`config.mk`:
```
export PLATFORM = sky130hd
export DESIGN_NAME = one_shot_timer_pool_top
export DESIGN_NICKNAME = d
export VERILOG_FILES = /design/src/sv/otsp_pkg.sv /design/src/sv/otsp_front.sv /design/src/sv/otsp_queue.sv /design/src/sv/otsp_back.sv /design/src/sv/one_shot_timer_pool_top.sv
export SDC_FILE = /design/constraint.sdc
export NUM_CORES = 1
export LEC_CHECK = 0
export BUFFER_PORTS_ARGS = -buffer_cell sky130_fd_sc_hd__buf_2
export CORE_ASPECT_RATIO = 1.1
export CORE_MARGIN = 2
export CORE_UTILIZATION = 33
export CTS_CLUSTER_SIZE = 12
export DETAILED_ROUTE_END_ITERATION = 8
export PLACE_DENSITY = 0.59
export REMOVE_ABC_BUFFERS = 1
export SLEW_MARGIN = 20
export SYNTH_ARGS = -nofsm -noshare
export SYNTH_HDL_FRONTEND = slang
export SYNTH_SLANG_ARGS = --single-unit
```
`constraint.sdc`:
```
create_clock -name i_clk -period 8.3 [get_ports i_clk]
set_clock_uncertainty 0.1 [all_clocks]
set_input_delay 0.83 -clock i_clk [delete_from_list [all_inputs] [get_ports i_clk]]
set_output_delay 0.83 -clock i_clk [all_outputs]
set_load 0.005 [all_outputs]
```
`src/sv/otsp_pkg.sv`:
```
// otsp_pkg: shared types and constants of the one-shot timer pool
// no dependencies; used by every module of the pool
`timescale 1ns / 1ps

package otsp_pkg;

    // command codes of an input transaction
    localparam logic [1:0] CMD_TICK   = 2'd0;
    localparam logic [1:0] CMD_START  = 2'd1;
    localparam logic [1:0] CMD_STOP   = 2'd2;
    localparam logic [1:0] CMD_STATUS = 2'd3;

    // event kinds of a result transaction
    localparam logic [1:0] KIND_START   = 2'd0;
    localparam logic [1:0] KIND_STOP    = 2'd1;
    localparam logic [1:0] KIND_STATUS  = 2'd2;
    localparam logic [1:0] KIND_EXPIRED = 2'd3;

    // expiry reports per tick
    localparam int MAX_RESULTS = 8;
    localparam int CNT_W       = $clog2(MAX_RESULTS + 1);

    // command queue between front and back
    localparam int QUEUE_DEPTH = 2;
    localparam int QP_W        = (QUEUE_DEPTH > 1) ? $clog2(QUEUE_DEPTH) : 1;
    localparam int QC_W        = $clog2(QUEUE_DEPTH + 1);

    localparam int SLOT_ID_W = 3;

    // classified command as it travels through the queue
    typedef struct packed {
        logic [1:0]  command;
        logic [31:0] period;
        logic [3:0]  timer_select;
        logic        period_ok;
        logic        sel_ok;
    } t_cmd;

endpackage

```
`src/sv/otsp_front.sv`:
```
// otsp_front: accepts input transactions and classifies them for the back end
// depends on otsp_pkg
`timescale 1ns / 1ps

module otsp_front #(
    parameter int TIMER_SLOTS = 8
) (
    input  logic               i_in_valid,
    output logic               o_in_stall,
    input  logic [1:0]         i_command,
    input  logic [31:0]        i_period,
    input  logic [3:0]         i_timer_select,
    input  logic               i_q_full,
    output logic               o_push,
    output otsp_pkg::t_cmd     o_entry
);

    logic [6:0] w_nib_sum;
    logic [4:0] w_fold;
    logic       w_mod5_zero;

    // 16 is 1 mod 5, so the nibble sum keeps the residue mod 5
    always_comb begin
        w_nib_sum = 7'd0;
        for (int k = 0; k < 8; k++) begin
            w_nib_sum = w_nib_sum + {3'd0, i_period[4*k +: 4]};
        end
        w_fold      = {2'd0, w_nib_sum[6:4]} + {1'b0, w_nib_sum[3:0]};
        w_mod5_zero = (w_fold == 5'd0) || (w_fold == 5'd5) || (w_fold == 5'd10) ||
                      (w_fold == 5'd15) || (w_fold == 5'd20);
    end

    assign o_in_stall = i_q_full;
    assign o_push     = i_in_valid && !i_q_full;

    always_comb begin
        o_entry.command      = i_command;
        o_entry.period       = i_period;
        o_entry.timer_select = i_timer_select;
        o_entry.period_ok    = !i_period[0] && w_mod5_zero;
        o_entry.sel_ok       = 32'(i_timer_select) < 32'(TIMER_SLOTS);
    end

endmodule

```
`src/sv/otsp_queue.sv`:
```
// otsp_queue: short command queue that decouples the front from the back end
// depends on otsp_pkg
`timescale 1ns / 1ps

module otsp_queue (
    input  logic            i_clk,
    input  logic            i_rst_n,
    input  logic            i_push,
    input  otsp_pkg::t_cmd  i_entry,
    output logic            o_full,
    input  logic            i_pop,
    output logic            o_empty,
    output otsp_pkg::t_cmd  o_head
);

    otsp_pkg::t_cmd                r_entry [otsp_pkg::QUEUE_DEPTH];
    logic [otsp_pkg::QP_W-1:0]     r_wr_ptr, n_wr_ptr;
    logic [otsp_pkg::QP_W-1:0]     r_rd_ptr, n_rd_ptr;
    logic [otsp_pkg::QC_W-1:0]     r_count, n_count;
    logic                          w_do_push, w_do_pop;

    assign o_full    = r_count == otsp_pkg::QC_W'(otsp_pkg::QUEUE_DEPTH);
    assign o_empty   = r_count == '0;
    assign o_head    = r_entry[r_rd_ptr];
    assign w_do_push = i_push && !o_full;
    assign w_do_pop  = i_pop && !o_empty;

    always_comb begin
        n_wr_ptr = r_wr_ptr;
        n_rd_ptr = r_rd_ptr;
        n_count  = r_count;
        if (w_do_push) begin
            n_wr_ptr = (r_wr_ptr == otsp_pkg::QP_W'(otsp_pkg::QUEUE_DEPTH - 1)) ?
                       '0 : r_wr_ptr + 1'b1;
        end
        if (w_do_pop) begin
            n_rd_ptr = (r_rd_ptr == otsp_pkg::QP_W'(otsp_pkg::QUEUE_DEPTH - 1)) ?
                       '0 : r_rd_ptr + 1'b1;
        end
        if (w_do_push && !w_do_pop) begin
            n_count = r_count + 1'b1;
        end else if (!w_do_push && w_do_pop) begin
            n_count = r_count - 1'b1;
        end
    end

    always_ff @(posedge i_clk) begin
        if (!i_rst_n) begin
            r_wr_ptr <= '0;
            r_rd_ptr <= '0;
            r_count  <= '0;
        end else begin
            r_wr_ptr <= n_wr_ptr;
            r_rd_ptr <= n_rd_ptr;
            r_count  <= n_count;
        end
    end

    always_ff @(posedge i_clk) begin
        if (w_do_push) begin
            r_entry[r_wr_ptr] <= i_entry;
        end
    end

endmodule

```
`src/sv/otsp_back.sv`:
```
// otsp_back: sequencer that carries out commands over the slot store
// depends on otsp_pkg; holds the remaining-count memory and the output register
`timescale 1ns / 1ps

module otsp_back #(
    parameter int TIMER_SLOTS = 8
) (
    input  logic            i_clk,
    input  logic            i_rst_n,
    input  logic            i_q_empty,
    input  otsp_pkg::t_cmd  i_q_head,
    output logic            o_q_pop,
    output logic            o_out_valid,
    input  logic            i_out_stall,
    output logic [1:0]      o_event_kind,
    output logic [2:0]      o_slot_id,
    output logic            o_ok,
    output logic            o_was_running,
    output logic            o_slot_status,
    output logic            o_last
);

    localparam int IDX_W = (TIMER_SLOTS > 1) ? $clog2(TIMER_SLOTS) : 1;

    localparam logic [1:0] ST_IDLE  = 2'd0;
    localparam logic [1:0] ST_TICK  = 2'd1;
    localparam logic [1:0] ST_START = 2'd2;
    localparam logic [1:0] ST_FLUSH = 2'd3;

    logic [1:0]                 r_state, n_state;
    otsp_pkg::t_cmd             r_cmd, n_cmd;
    logic [IDX_W-1:0]           r_idx, n_idx;
    logic [otsp_pkg::CNT_W-1:0] r_cnt, n_cnt;
    logic [TIMER_SLOTS-1:0]     r_running, n_running;

    logic       r_pend_valid, n_pend_valid;
    logic [1:0] r_pend_kind, n_pend_kind;
    logic [2:0] r_pend_id, n_pend_id;
    logic       r_pend_ok, n_pend_ok;
    logic       r_pend_was, n_pend_was;
    logic       r_pend_status, n_pend_status;

    logic       r_out_valid, n_out_valid;
    logic [1:0] r_out_kind, n_out_kind;
    logic [2:0] r_out_id, n_out_id;
    logic       r_out_ok, n_out_ok;
    logic       r_out_was, n_out_was;
    logic       r_out_status, n_out_status;
    logic       r_out_last, n_out_last;

    logic [31:0]      r_mem [TIMER_SLOTS];
    logic [31:0]      r_rd_data;
    logic             w_rd_en, w_wr_en;
    logic [IDX_W-1:0] w_rd_addr, w_wr_addr;
    logic [31:0]      w_wr_data;

    logic             w_out_free, w_stall, w_expire, w_last_slot, w_tick_emit;
    logic [31:0]      w_dec;
    logic [IDX_W-1:0] w_sel_idx, w_idx_inc;

    // low three bits of a slot index, zero-extended for small pools
    function automatic logic [2:0] SLOT_ID_CAST(input logic [IDX_W-1:0] idx);
        logic [IDX_W+2:0] wide;
        wide = {3'd0, idx};
        return wide[2:0];
    endfunction

    assign w_out_free  = !r_out_valid || !i_out_stall;
    assign w_dec       = r_rd_data - 32'd1;
    assign w_expire    = r_running[r_idx] && (w_dec == 32'd0);
    assign w_last_slot = r_idx == IDX_W'(TIMER_SLOTS - 1);
    assign w_idx_inc   = r_idx + 1'b1;
    assign w_sel_idx   = IDX_W'(i_q_head.timer_select);
    assign w_stall     = (r_state == ST_TICK) && w_expire &&
                         (r_cnt < otsp_pkg::CNT_W'(otsp_pkg::MAX_RESULTS)) &&
                         r_pend_valid && !w_out_free;
    assign w_tick_emit = (r_state == ST_TICK) && !w_stall && w_expire &&
                         (r_cnt < otsp_pkg::CNT_W'(otsp_pkg::MAX_RESULTS)) && r_pend_valid;

    always_comb begin
        n_state       = r_state;
        n_cmd         = r_cmd;
        n_idx         = r_idx;
        n_cnt         = r_cnt;
        n_running     = r_running;
        n_pend_valid  = r_pend_valid;
        n_pend_kind   = r_pend_kind;
        n_pend_id     = r_pend_id;
        n_pend_ok     = r_pend_ok;
        n_pend_was    = r_pend_was;
        n_pend_status = r_pend_status;
        n_out_valid   = r_out_valid && i_out_stall;
        n_out_kind    = r_out_kind;
        n_out_id      = r_out_id;
        n_out_ok      = r_out_ok;
        n_out_was     = r_out_was;
        n_out_status  = r_out_status;
        n_out_last    = r_out_last;
        o_q_pop       = 1'b0;
        w_rd_en       = 1'b0;
        w_rd_addr     = r_idx;
        w_wr_en       = 1'b0;
        w_wr_addr     = r_idx;
        w_wr_data     = w_dec;

        case (r_state)
            ST_IDLE: begin
                if (!i_q_empty) begin
                    o_q_pop = 1'b1;
                    n_cmd   = i_q_head;
                    case (i_q_head.command)
                        otsp_pkg::CMD_TICK: begin
                            w_rd_en   = 1'b1;
                            w_rd_addr = '0;
                            n_idx     = '0;
                            n_cnt     = '0;
                            n_state   = ST_TICK;
                        end
                        otsp_pkg::CMD_START: begin
                            if (i_q_head.period_ok) begin
                                n_idx   = '0;
                                n_state = ST_START;
                            end else begin
                                n_pend_valid  = 1'b1;
                                n_pend_kind   = otsp_pkg::KIND_START;
                                n_pend_id     = 3'd0;
                                n_pend_ok     = 1'b0;
                                n_pend_was    = 1'b0;
                                n_pend_status = 1'b0;
                                n_state       = ST_FLUSH;
                            end
                        end
                        otsp_pkg::CMD_STOP: begin
                            n_pend_valid  = 1'b1;
                            n_pend_kind   = otsp_pkg::KIND_STOP;
                            n_pend_id     = i_q_head.timer_select[2:0];
                            n_pend_ok     = i_q_head.sel_ok;
                            n_pend_was    = i_q_head.sel_ok && r_running[w_sel_idx];
                            n_pend_status = 1'b0;
                            if (i_q_head.sel_ok) begin
                                n_running[w_sel_idx] = 1'b0;
                            end
                            n_state = ST_FLUSH;
                        end
                        default: begin
                            n_pend_valid  = 1'b1;
                            n_pend_kind   = otsp_pkg::KIND_STATUS;
                            n_pend_id     = i_q_head.timer_select[2:0];
                            n_pend_ok     = i_q_head.sel_ok;
                            n_pend_was    = 1'b0;
                            n_pend_status = i_q_head.sel_ok && r_running[w_sel_idx];
                            n_state       = ST_FLUSH;
                        end
                    endcase
                end
            end
            ST_TICK: begin
                if (!w_stall) begin
                    if (r_running[r_idx]) begin
                        w_wr_en = 1'b1;
                    end
                    if (w_expire) begin
                        n_running[r_idx] = 1'b0;
                        if (r_cnt < otsp_pkg::CNT_W'(otsp_pkg::MAX_RESULTS)) begin
                            n_cnt = r_cnt + 1'b1;
                            // the held report is not the last one: send it on
                            if (r_pend_valid) begin
                                n_out_valid  = 1'b1;
                                n_out_kind   = r_pend_kind;
                                n_out_id     = r_pend_id;
                                n_out_ok     = r_pend_ok;
                                n_out_was    = r_pend_was;
                                n_out_status = r_pend_status;
                                n_out_last   = 1'b0;
                            end
                            n_pend_valid  = 1'b1;
                            n_pend_kind   = otsp_pkg::KIND_EXPIRED;
                            n_pend_id     = SLOT_ID_CAST(r_idx);
                            n_pend_ok     = 1'b1;
                            n_pend_was    = 1'b0;
                            n_pend_status = 1'b0;
                        end
                    end
                    if (w_last_slot) begin
                        n_state = ST_FLUSH;
                    end else begin
                        w_rd_en   = 1'b1;
                        w_rd_addr = w_idx_inc;
                        n_idx     = w_idx_inc;
                    end
                end
            end
            ST_START: begin
                if (!r_running[r_idx]) begin
                    w_wr_en          = 1'b1;
                    w_wr_data        = r_cmd.period;
                    n_running[r_idx] = 1'b1;
                    n_pend_valid     = 1'b1;
                    n_pend_kind      = otsp_pkg::KIND_START;
                    n_pend_id        = SLOT_ID_CAST(r_idx);
                    n_pend_ok        = 1'b1;
                    n_pend_was       = 1'b0;
                    n_pend_status    = 1'b0;
                    n_state          = ST_FLUSH;
                end else if (w_last_slot) begin
                    n_pend_valid  = 1'b1;
                    n_pend_kind   = otsp_pkg::KIND_START;
                    n_pend_id     = 3'd0;
                    n_pend_ok     = 1'b0;
                    n_pend_was    = 1'b0;
                    n_pend_status = 1'b0;
                    n_state       = ST_FLUSH;
                end else begin
                    n_idx = w_idx_inc;
                end
            end
            default: begin
                if (r_pend_valid) begin
                    if (w_out_free) begin
                        n_out_valid  = 1'b1;
                        n_out_kind   = r_pend_kind;
                        n_out_id     = r_pend_id;
                        n_out_ok     = r_pend_ok;
                        n_out_was    = r_pend_was;
                        n_out_status = r_pend_status;
                        n_out_last   = 1'b1;
                        n_pend_valid = 1'b0;
                        n_state      = ST_IDLE;
                    end
                end else begin
                    n_state = ST_IDLE;
                end
            end
        endcase
    end

    always_ff @(posedge i_clk) begin
        if (!i_rst_n) begin
            r_state      <= ST_IDLE;
            r_idx        <= '0;
            r_cnt        <= '0;
            r_running    <= '0;
            r_pend_valid <= 1'b0;
            r_out_valid  <= 1'b0;
        end else begin
            r_state      <= n_state;
            r_idx        <= n_idx;
            r_cnt        <= n_cnt;
            r_running    <= n_running;
            r_pend_valid <= n_pend_valid;
            r_out_valid  <= n_out_valid;
        end
    end

    always_ff @(posedge i_clk) begin
        r_cmd         <= n_cmd;
        r_pend_kind   <= n_pend_kind;
        r_pend_id     <= n_pend_id;
        r_pend_ok     <= n_pend_ok;
        r_pend_was    <= n_pend_was;
        r_pend_status <= n_pend_status;
        r_out_kind    <= n_out_kind;
        r_out_id      <= n_out_id;
        r_out_ok      <= n_out_ok;
        r_out_was     <= n_out_was;
        r_out_status  <= n_out_status;
        r_out_last    <= n_out_last;
    end

    // remaining-count memory: one write port, one registered read port
    always_ff @(posedge i_clk) begin
        if (w_wr_en) begin
            r_mem[w_wr_addr] <= w_wr_data;
        end
        if (w_rd_en) begin
            r_rd_data <= r_mem[w_rd_addr];
        end
    end

    assign o_out_valid   = r_out_valid;
    assign o_event_kind  = r_out_kind;
    assign o_slot_id     = r_out_id;
    assign o_ok          = r_out_ok;
    assign o_was_running = r_out_was;
    assign o_slot_status = r_out_status;
    assign o_last        = r_out_last;

    a_cnt_bound: assert property (@(posedge i_clk) disable iff (!i_rst_n)
        r_cnt <= otsp_pkg::CNT_W'(otsp_pkg::MAX_RESULTS))
        else $error("expiry report count beyond limit");

    a_stall_has_pend: assert property (@(posedge i_clk) disable iff (!i_rst_n)
        w_stall |-> (r_pend_valid && r_out_valid && i_out_stall))
        else $error("tick stalled without a held report");

    a_tick_emit_not_last: assert property (@(posedge i_clk) disable iff (!i_rst_n)
        w_tick_emit |=> (r_out_valid && (r_out_kind == otsp_pkg::KIND_EXPIRED) && !r_out_last))
        else $error("mid-tick expiry report flagged last");

    a_idle_no_pend: assert property (@(posedge i_clk) disable iff (!i_rst_n)
        (r_state == ST_IDLE) |-> !r_pend_valid)
        else $error("held report left over in idle");

endmodule

```
`src/sv/one_shot_timer_pool_top.sv`:
```
// one_shot_timer_pool_top: top level of the one-shot timer pool
// depends on otsp_pkg, otsp_front, otsp_queue and otsp_back
`timescale 1ns / 1ps

// A pool of TIMER_SLOTS one-shot countdown timers behind a valid/stall input
// and a valid/stall output. A start transaction claims the lowest idle slot
// when its period is a multiple of 10; a tick decrements every running slot
// and reports each slot that hits zero, in slot order, with last set on the
// final report (at most 8 reports per tick, every expired slot still goes
// idle); stop and status address a slot by number. The front classifies each
// transaction and drops it into a two-entry queue; the back sequencer works on
// one command at a time. A tick walks the remaining-count memory one slot per
// cycle through its single registered read port, unless an expiry report has
// to wait on a full, stalled output register; a start scans the running flags
// in slot order, and stop and status need no scan. A full, stalled output
// register also holds back the final report of any command. Reset makes
// all slots idle at once; no clearing pass is needed.

module one_shot_timer_pool_top #(
    parameter int TIMER_SLOTS = 8
) (
    input  logic        i_clk,
    input  logic        i_rst_n,
    // input channel
    input  logic        i_in_valid,
    output logic        o_in_stall,
    input  logic [1:0]  i_command,
    input  logic [31:0] i_period,
    input  logic [3:0]  i_timer_select,
    // result channel
    output logic        o_out_valid,
    input  logic        i_out_stall,
    output logic [1:0]  o_event_kind,
    output logic [2:0]  o_slot_id,
    output logic        o_ok,
    output logic        o_was_running,
    output logic        o_slot_status,
    output logic        o_last
);

    // front to queue
    logic           w_push;
    logic           w_q_full;
    otsp_pkg::t_cmd w_entry;

    // queue to back
    logic           w_pop;
    logic           w_q_empty;
    otsp_pkg::t_cmd w_head;

    // classify each transaction: period check and slot-number range check
    otsp_front #(
        .TIMER_SLOTS (TIMER_SLOTS)
    ) u_front (
        .i_in_valid     (i_in_valid),
        .o_in_stall     (o_in_stall),
        .i_command      (i_command),
        .i_period       (i_period),
        .i_timer_select (i_timer_select),
        .i_q_full       (w_q_full),
        .o_push         (w_push),
        .o_entry        (w_entry)
    );

    // lets the front keep accepting while the back works or waits on output
    otsp_queue u_queue (
        .i_clk   (i_clk),
        .i_rst_n (i_rst_n),
        .i_push  (w_push),
        .i_entry (w_entry),
        .o_full  (w_q_full),
        .i_pop   (w_pop),
        .o_empty (w_q_empty),
        .o_head  (w_head)
    );

    // slot state, countdown memory and the registered result stage
    otsp_back #(
        .TIMER_SLOTS (TIMER_SLOTS)
    ) u_back (
        .i_clk         (i_clk),
        .i_rst_n       (i_rst_n),
        .i_q_empty     (w_q_empty),
        .i_q_head      (w_head),
        .o_q_pop       (w_pop),
        .o_out_valid   (o_out_valid),
        .i_out_stall   (i_out_stall),
        .o_event_kind  (o_event_kind),
        .o_slot_id     (o_slot_id),
        .o_ok          (o_ok),
        .o_was_running (o_was_running),
        .o_slot_status (o_slot_status),
        .o_last        (o_last)
    );

endmodule

```
==> results of run 1 <==
==> worst max-delay path, stage by stage <==
cell and delay, ns:
buf_2 0.12, ha_1 0.23, fa_1 0.40, xor2_1 0.17, fa_1 0.48, inv_1 0.06
fa_1 0.50, fa_1 0.51, fa_1 0.51, inv_1 0.07, ha_1 0.29, a21o_1 0.16
a21oi_1 0.23, xnor2_1 0.15, ha_1 0.18, inv_1 0.06, fa_1 0.48, xor2_1 0.21
nand2_1 0.08, o21ai_0 0.07, a21oi_1 0.15, nor2_1 0.06, a21oi_1 0.23, nor2_1 0.08
==> layer usage <==
metal	up-vias	routed length [um]	share of wire, %
met4	0	1050	2.5
met3	72	1500	3.5
met1	5486	18600	44
met2	248	21400	50
met5	-	0	0
li1	5065	-	-
==> placed cells by master, fill, tap and decap left out, drive strengths merged, types with 6 or more instances in the layout <==
cell type	instances
a21boi	15
a21oi	30
a221oi	32
a22o	35
a2bb2oi	6
and2	19
buf	73
clkbuf	57
clkinv	7
dfxtp	24
edfxtp	415
fa	20
ha	31
inv	51
mux2	34
mux2i	140
nand2	51
nand3	13
nand4	11
nor2	68
nor2b	9
nor3	17
nor4	20
o21ai	50
or3	10
or4	7
xnor2	21
xor2	16
==> final timing paths <==
check / end / slack, ns / depth (start not counted)
min: u_back.o_event_kind[0]$_DFFE_PP_ / 0.32 / 0
min reg2reg: u_back.o_event_kind[0]$_DFFE_PP_ / 0.32 / 0
max: u_queue.r_entry[0][1]$_DFFE_PP_ / 2.19 / 24
max reg2reg: u_back.r_rd_data[19]$_DFFE_PP_ / 2.56 / 14
==> kinds of logic after synthesis <==
family                     count (synthesis)
buffers and inverters                    114
DFF                                      439
and+or+nand+nor                          255
AOI/OAI and AO/OA                        216
adders and majority gates                 51
muxes                                    174
xor gates and xnor gates                  37
==> per-stage QoR <==
stage / hold WS [ns] / instance area (um^2)
2_1_floorplan: 0.300 / 19100
3_3_place_gp: 0.307 / 20600
3_5_place_dp: 0.310 / 20600
4_1_cts: 0.326 / 21900
5_1_grt: 0.337 / 21900
6_report: 0.324 / 21900
==> flip-flops by register name, summed over array words and instances (netlist names), 2 cells and up, named ones only <==
| signal | flops |
|---|---|
| u_back.r_running | 8 |
| u_back.o_event_kind | 2 |
| u_back.r_pend_kind | 2 |
| u_back.r_mem | 256 |
| u_queue.r_entry | 78 |
| u_back.r_pend_id | 3 |
| u_back.r_state | 2 |
| u_back.r_idx | 3 |
| u_back.o_slot_id | 3 |
| u_back.r_rd_data | 32 |
| u_queue.r_count | 2 |
| u_back.r_cmd | 32 |
| u_back.r_cnt | 4 |
==> area by class of cell <==
cell class              count  area (um^2)
inverters                  50          188
multi-input cells         733         6110
clock buffers              57         1150
well taps                 760          951
repair buffers             73          430
flip-flops and latches    439        12900
clock inverters            11          158
fillers                  5464        36600
==> report_power, final <==
group          internal (uW)  switching, uW  leakage (uW)
registers               3120            231       0.00399
logic                   1040           1670       0.00256
clock network           1060            795      0.000631
==> flow_summary_export.csv, run 1 <==
group,metric,value,unit
global_routing,grt_overflow_total,0,
drt,vias,10900,
sta,worst_slew_pin_slew,1.05,ns
cts,clock_latency,0.57,ns
cts,ctsResizeCount,0,
logic_synthesis,synth_cells,1286,
min_path,hold_path_class,"reg2reg",
floorplan,dieHeight,259,um
sta,setup_violations,0,
sta,hold_viol,0,
sta,rsz0062_at_grt,"no",
logic_synthesis,synthArstFlopShare,0,%
drt,wl,42600,um
worst_setup_path,arrival,6.32,ns
logic_synthesis,synth_edf_count,415,
worst_setup_path,r2r_start,"u_back.r_rd_data[0]$_DFFE_PP_",
floorplan,start_util,33.4,%
drt,avgViaCountPerCell,5.12,
floorplan,io_pins,53,
placed_design,hpwl,26400,um
global_routing,grt-busiest-layer,"met2",
global_routing,grt.met2_usage,24.4,%
worst_setup_path,criticalPathCategory,"in2reg",
flow_run,drv_cap,0,
sta,fmax,164,MHz
cts,root_buffer,"clkbuf_16",
sta,setup_ws,2.19,ns
worst_setup_path,crit_fanout,4,
cts,postCtsSetupRepairBufs,0,
power_and_ir_drop,cellPowerDensity,361,mW/mm^2
global_routing,first_global_vias,11100,
logic_synthesis,yosysMostFrequentCell,"edfxtp_1",
cells_and_area,fin_util,37.5,%
logic_synthesis,muxShareOfSynthArea,9.13,%
logic_synthesis,yosys-top-cells-area,"edfxtp_1 (64%), mux2i_1 (7.2%), dfxtp_1 (2.5%)",
global_routing,use_met1,17.9,%
global_routing,grt_max_degree,71,
drt,postRouteAntennaNets,0,
logic_synthesis,synth_top_area_share,63.8,%
cts,cts_sinks,439,
sta,fin_crit_sh,73.7,%
cells_and_area,fin_cells,2123,
power_and_ir_drop,total_leakage_power,0.00718,uW
drt,drt-wirelength-per-cell,20.0,um
logic_synthesis,synth_flop_cell,"edfxtp_1",
placed_design,dpl.cell_count,2055,
global_routing,antenna_found_initial,0,
cts,cts_tree,"yes",
drt,drt-initial-drc-count,808,
sta,slew_viol_final,0,
drt,drtPass1Iterations,5,
logic_synthesis,synthDistinctLibCells,77,
worst_setup_path,cp_data_required_time,8.51,ns
cells_and_area,drive_above_1_share,16.5,%
logic_synthesis,synth-simple-area-share,6.98,%
placed_design,port_buffers,52,
cells_and_area,num_antenna_cells,0,
placed_design,dpl_worst_slack,1.55,ns
power_and_ir_drop,ir_drop,0.000340,V
cts,clock_path_buffers,3,
logic_synthesis,synth_compound_area_share,8.99,%
floorplan,die_area,0.0612,mm^2
logic_synthesis,synth_top_family_by_area,"multiplexers",
cells_and_area,areaGrowthSynthToFinish,12.2,%
sta,relSlewSlack,29.5,%
placed_design,gp_congestion,0.850,
logic_synthesis,synth_xor_xnor_area_share,1.66,%
cts,hold_buffers,0,
logic_synthesis,yosys_warnings,0,
outcome,outcome,"finished, final reports clean",
global_routing,grt_pass1_wl,65800,um
logic_synthesis,synth-seq-area-share,66.2,%
logic_synthesis,synth_common_cells,"edfxtp_1 (415), mux2i_1 (140), nor2_1 (67)",
drt,drcViolationCount,0,
sta,fin_crit,6.11,ns
logic_synthesis,synth_top_area_cell,"edfxtp_1",
floorplan,coreArea,0.0585,mm^2
logic_synthesis,yosys_register_bits,439,
logic_synthesis,syn_area_per_cell,15.2,um^2
worst_setup_path,critPathLaunchType,"input port",
sta,tns,0,ns
floorplan,row_count,93,
min_path,min_from,"u_back.r_pend_kind[0]$_DFFE_PP_",
cells_and_area,fin_nets,1434,
global_routing,grt_use_met3,1.54,%
cts,clk_pin_slew,0.07,ns
cts,htree_levels,2,
worst_setup_path,crit_start,"i_period[0]",
worst_setup_path,cp-end-kind,"register",
global_routing,track_usage,13.8,%
cts,numCtsBuffers,44,
logic_synthesis,synthesis.area,0.0195,mm^2
power_and_ir_drop,p_total,7920,uW
floorplan,die_w,236,um
logic_synthesis,synthAdderAreaFrac,4.03,%
(Power assumes the default switching activity.)
==> run 2: changes to the inputs <==
--- a/config.mk
+++ b/config.mk
@@ -5,13 +5,14 @@
 export SDC_FILE = /design/constraint.sdc
 export NUM_CORES = 1
 export LEC_CHECK = 0
+export ABC_AREA = 1
 export BUFFER_PORTS_ARGS = -buffer_cell sky130_fd_sc_hd__buf_2
 export CORE_ASPECT_RATIO = 1.1
 export CORE_MARGIN = 2
 export CORE_UTILIZATION = 33
 export CTS_CLUSTER_SIZE = 12
 export DETAILED_ROUTE_END_ITERATION = 8
-export PLACE_DENSITY = 0.59
+export PLACE_DENSITY = 0.6
 export REMOVE_ABC_BUFFERS = 1
 export SLEW_MARGIN = 20
 export SYNTH_ARGS = -nofsm -noshare
==> constraint.sdc (replaced) <==
create_clock -name i_clk -period 5.25 [get_ports i_clk]
set_clock_uncertainty 0.1 [all_clocks]
set_input_delay 0.525 -clock i_clk [delete_from_list [all_inputs] [get_ports i_clk]]
set_output_delay 0.525 -clock i_clk [all_outputs]
set_load 0.005 [all_outputs]
==> run 2 against run 1 <==
Effect of this change: the run now ends with setup timing left; sequential power is 65% higher; utilization increased by 0.67 points; routed wire length increased by 23%; register-to-register slack got worse by 1.8 ns; non-clock buffer count is 35 higher; total power grew 100%; first-iteration DRC count up 22%; count of clock-buffer cells in the layout grew 3; worst setup slack worse by 2.2 ns; final area rose by 11%.
==> flow_summary_export.csv, run 2 <==
group,metric,value,unit
power_and_ir_drop,total_leakage_power,0.0102,uW
logic_synthesis,synth_cells,2181,
floorplan,start_util,33.5,%
cts,cts_sinks,439,
logic_synthesis,synth_top_area_share,58.3,%
logic_synthesis,synth-seq-area-share,60.5,%
cells_and_area,drive_above_1_share,12.3,%
power_and_ir_drop,cellPowerDensity,655,mW/mm^2
worst_setup_path,cp_slowest_cell,"fa_1",
cts,hold_buffers,0,
min_path,min_from,"i_timer_select[0]",
cells_and_area,regMostFlops,"u_back.r_mem",
cts,clk_pin_slew,0.06,ns
cells_and_area,most-common-layout-cells,"nand2_1 (537), edfxtp_1 (415), inv_1 (373)",
cts,htree_levels,2,
placed_design,dpl_worst_slack,-0.922,ns
flow_run,drv_cap,0,
min_path,hold_path_class,"in2reg",
floorplan,coreArea,0.0638,mm^2
worst_setup_path,cp_data_required_time,5.45,ns
drt,postRouteAntennaNets,0,
sta,setup_ws,-0.0515,ns
sta,fin_crit,5.30,ns
logic_synthesis,synthArstFlopShare,0,%
logic_synthesis,yosys_warnings,0,
outcome,outcome,"finished with violations",
outcome,violations,"setup timing",
drt,drt-initial-drc-count,986,
drt,drtPass1Iterations,5,
worst_setup_path,r2r_start,"u_back.r_idx[1]$_SDFFE_PN0P_",
cells_and_area,n_fill_cell,6315,
logic_synthesis,syn_area_per_cell,9.80,um^2
logic_synthesis,yosys_register_bits,439,
sta,fmax,189,MHz
global_routing,grt_pass1_wl,82200,um
drt,drt-wirelength-per-cell,16.8,um
cells_and_area,areaGrowthSynthToFinish,13.9,%
logic_synthesis,synth_edf_count,415,
cells_and_area,num_antenna_cells,0,
floorplan,io_pins,53,
placed_design,port_buffers,52,
sta,worst_slew_pin_slew,1.12,ns
global_routing,grt_max_degree,84,
cts,numCtsBuffers,45,
cells_and_area,fin_nets,2344,
logic_synthesis,synthesis.area,0.0214,mm^2
logic_synthesis,yosysMostFrequentCell,"nand2_1",
placed_design,hpwl,33100,um
cells_and_area,top_regs,"u_back.r_mem x256, u_queue.r_entry x78",
worst_setup_path,crit_fanout,2,
floorplan,die_w,247,um
floorplan,row_count,97,
min_path,hold_end,"u_queue.r_entry[0][2]$_DFFE_PP_",
worst_setup_path,ff2ff_setup_slack,0.76,ns
global_routing,grt_overflow_total,0,
cts,root_buffer,"clkbuf_16",
worst_setup_path,reg2reg_depth,20,
drt,wl,52300,um
min_path,hold_depth,1,
power_and_ir_drop,ir_drop,0.000439,V
cts,clock_path_buffers,3,
worst_setup_path,critPathBufInv,4,
logic_synthesis,synth_top_area_cell,"edfxtp_1",
logic_synthesis,synth_common_cells,"nand2_1 (541), edfxtp_1 (415), inv_1 (378)",
worst_setup_path,critPathMaxStageDelay,0.51,ns
cells_and_area,layout_commonest_cell,"nand2_1",
sta,fin_crit_sh,101,%
worst_setup_path,cp-end-kind,"register",
logic_synthesis,yosys-top-cells-area,"edfxtp_1 (58%), nand2_1 (9.5%), nand3_1 (6.6%)",
drt,avgViaCountPerCell,4.78,
sta,hold_viol,0,
drt,drcViolationCount,0,
worst_setup_path,critPathLaunchType,"input port",
worst_setup_path,path_cells,"buf_8, ha_4, fa_2, xor2_2, fa_1, inv_1, fa_1, fa_2, fa_1, inv_2, fa_2, a21oi_2, o21bai_1, xor2_1, inv_1, ha_1, a21oi_2, o21ai_2, xor2_1, and2_1, o211ai_1, a21oi_1",
sta,slew_viol_final,0,
sta,setup_violations,2,
placed_design,gp_congestion,0.873,
worst_setup_path,critPathTopFamily,"adder cells",
floorplan,dieHeight,271,um
global_routing,track_usage,15.7,%
global_routing,antenna_found_initial,0,
drt,vias,14900,
logic_synthesis,synthDistinctLibCells,45,
cts,cts_tree,"yes",
global_routing,first_global_vias,14700,
sta,rsz0062_at_grt,"yes",
floorplan,die_area,0.0669,mm^2
cts,clock_latency,0.56,ns
cells_and_area,largest_register_ffs,256,
sta,relSlewSlack,24.3,%
worst_setup_path,reg2reg_to,"u_back.r_rd_data[13]$_DFFE_PP_",
cells_and_area,fin_util,38.1,%
worst_setup_path,arrival,5.50,ns
worst_setup_path,criticalPathCategory,"in2reg",
logic_synthesis,synth_flop_cell,"edfxtp_1",
run 2: cell types whose count changed in the layout (fill, tap and decap cells not counted), moves of 21 or more:
cell      change
nand2_1     +486
mux2_2       -34
inv_1       +324
nand2_4      +22
a22o_1       -35
nand3_2      +21
a221oi_2     -31
nand3_1     +271
nor2_1       +74
mux2i_1     -138
buf_4        +29
run 2: cell type report:
type / count / area (um^2) / share of cell area [%]
clock inverters: 12 / 61.3 / 0.252
multi-input cells: 1268 / 6780 / 27.8
inverters: 389 / 1460 / 6.00
clock buffers: 60 / 1250 / 5.12
well taps: 841 / 1050 / 4.32
repair buffers: 108 / 807 / 3.32
flip-flops and latches: 439 / 12900 / 53.2
run 2: worst register-to-register path: cells and delay by family (launching register included):
| kind | cells | cell delay [ns] |
|---|---|---|
| DFF | 1 | 0.62 |
| buffers and inverters | 2 | 0.72 |
| and+or+nand+nor | 18 | 2.80 |
run 2: logic make-up (layout without fill, tap and decap cells):
| group | Yosys count | after routing | synth area share [%] |
|---|---|---|---|
| AND/OR/NAND/NOR | 1066 | 1066 | 22.5 |
| multiplexers | 2 | 2 | 0.0936 |
| flip-flops | 439 | 439 | 60.5 |
| AO/OA/AOI/OAI | 134 | 134 | 3.52 |
| XOR/XNOR | 15 | 15 | 0.614 |
| adder cells (fa/ha/maj) | 51 | 51 | 3.69 |
| buffers and inverters | 474 | 569 | 9.09 |
run 2: worst max-delay path by stage:
stage / from / endpoint / slack [ns] / depth (start not counted)
floorplan: register / u_back.r_rd_data[0]$_DFFE_PP_ / -1.91 / 13
CTS: i_period[6] / u_queue.r_entry[1][1]$_DFFE_PP_ / -0.004 / 30
detailed placement: i_period[2] / u_queue.r_entry[1][1]$_DFFE_PP_ / -0.92 / 27
finish: i_period[0] / u_queue.r_entry[1][1]$_DFFE_PP_ / -0.05 / 22
global route: i_period[0] / u_queue.r_entry[0][1]$_DFFE_PP_ / -0.24 / 22
global placement: i_period[0] / u_queue.r_entry[0][1]$_DFFE_PP_ / -0.75 / 26
run 2: through the flow:
step | TNS [ns] | hold WS [ns] | cell area [um^2] | instances | power, uW
floorplan | -91.83 | 0.300 | 20900 | 2096 | 10200
global placement | -1.49 | 0.309 | 22800 | 3042 | 12500
detailed placement | -1.84 | 0.310 | 22800 | 3044 | 12700
CTS | -0.00770 | 0.0229 | 24300 | 3116 | 15900
global route | -0.489 | 0.0259 | 24300 | 3117 | 17100
finish | -0.103 | 0.0525 | 24300 | 3117 | 15900
run 2: power by group:
part,switching (uW),internal (uW)
combinational,5220,2280
sequential,333,5200
clock,1260,1650
total,6820,9120
run 2: layer usage:
| metal | vias to the layer above | GRT usage [%] | share of wire, % |
|---|---|---|---|
| li1 | 7248 | - | - |
| met1 | 7188 | 19.8 | 42 |
| met2 | 382 | 27.7 | 50 |
| met3 | 90 | 1.94 | 4.6 |
| met4 | 0 | 5.14 | 2.7 |
| met5 | - | 0 | 0 |
run 2: timing repair:
action / CTS / global route
pin swaps: 26 / 2
resized for setup: 34 / 8
buffers inserted: 0 / 1
setup endpoints to repair: 2 / 2
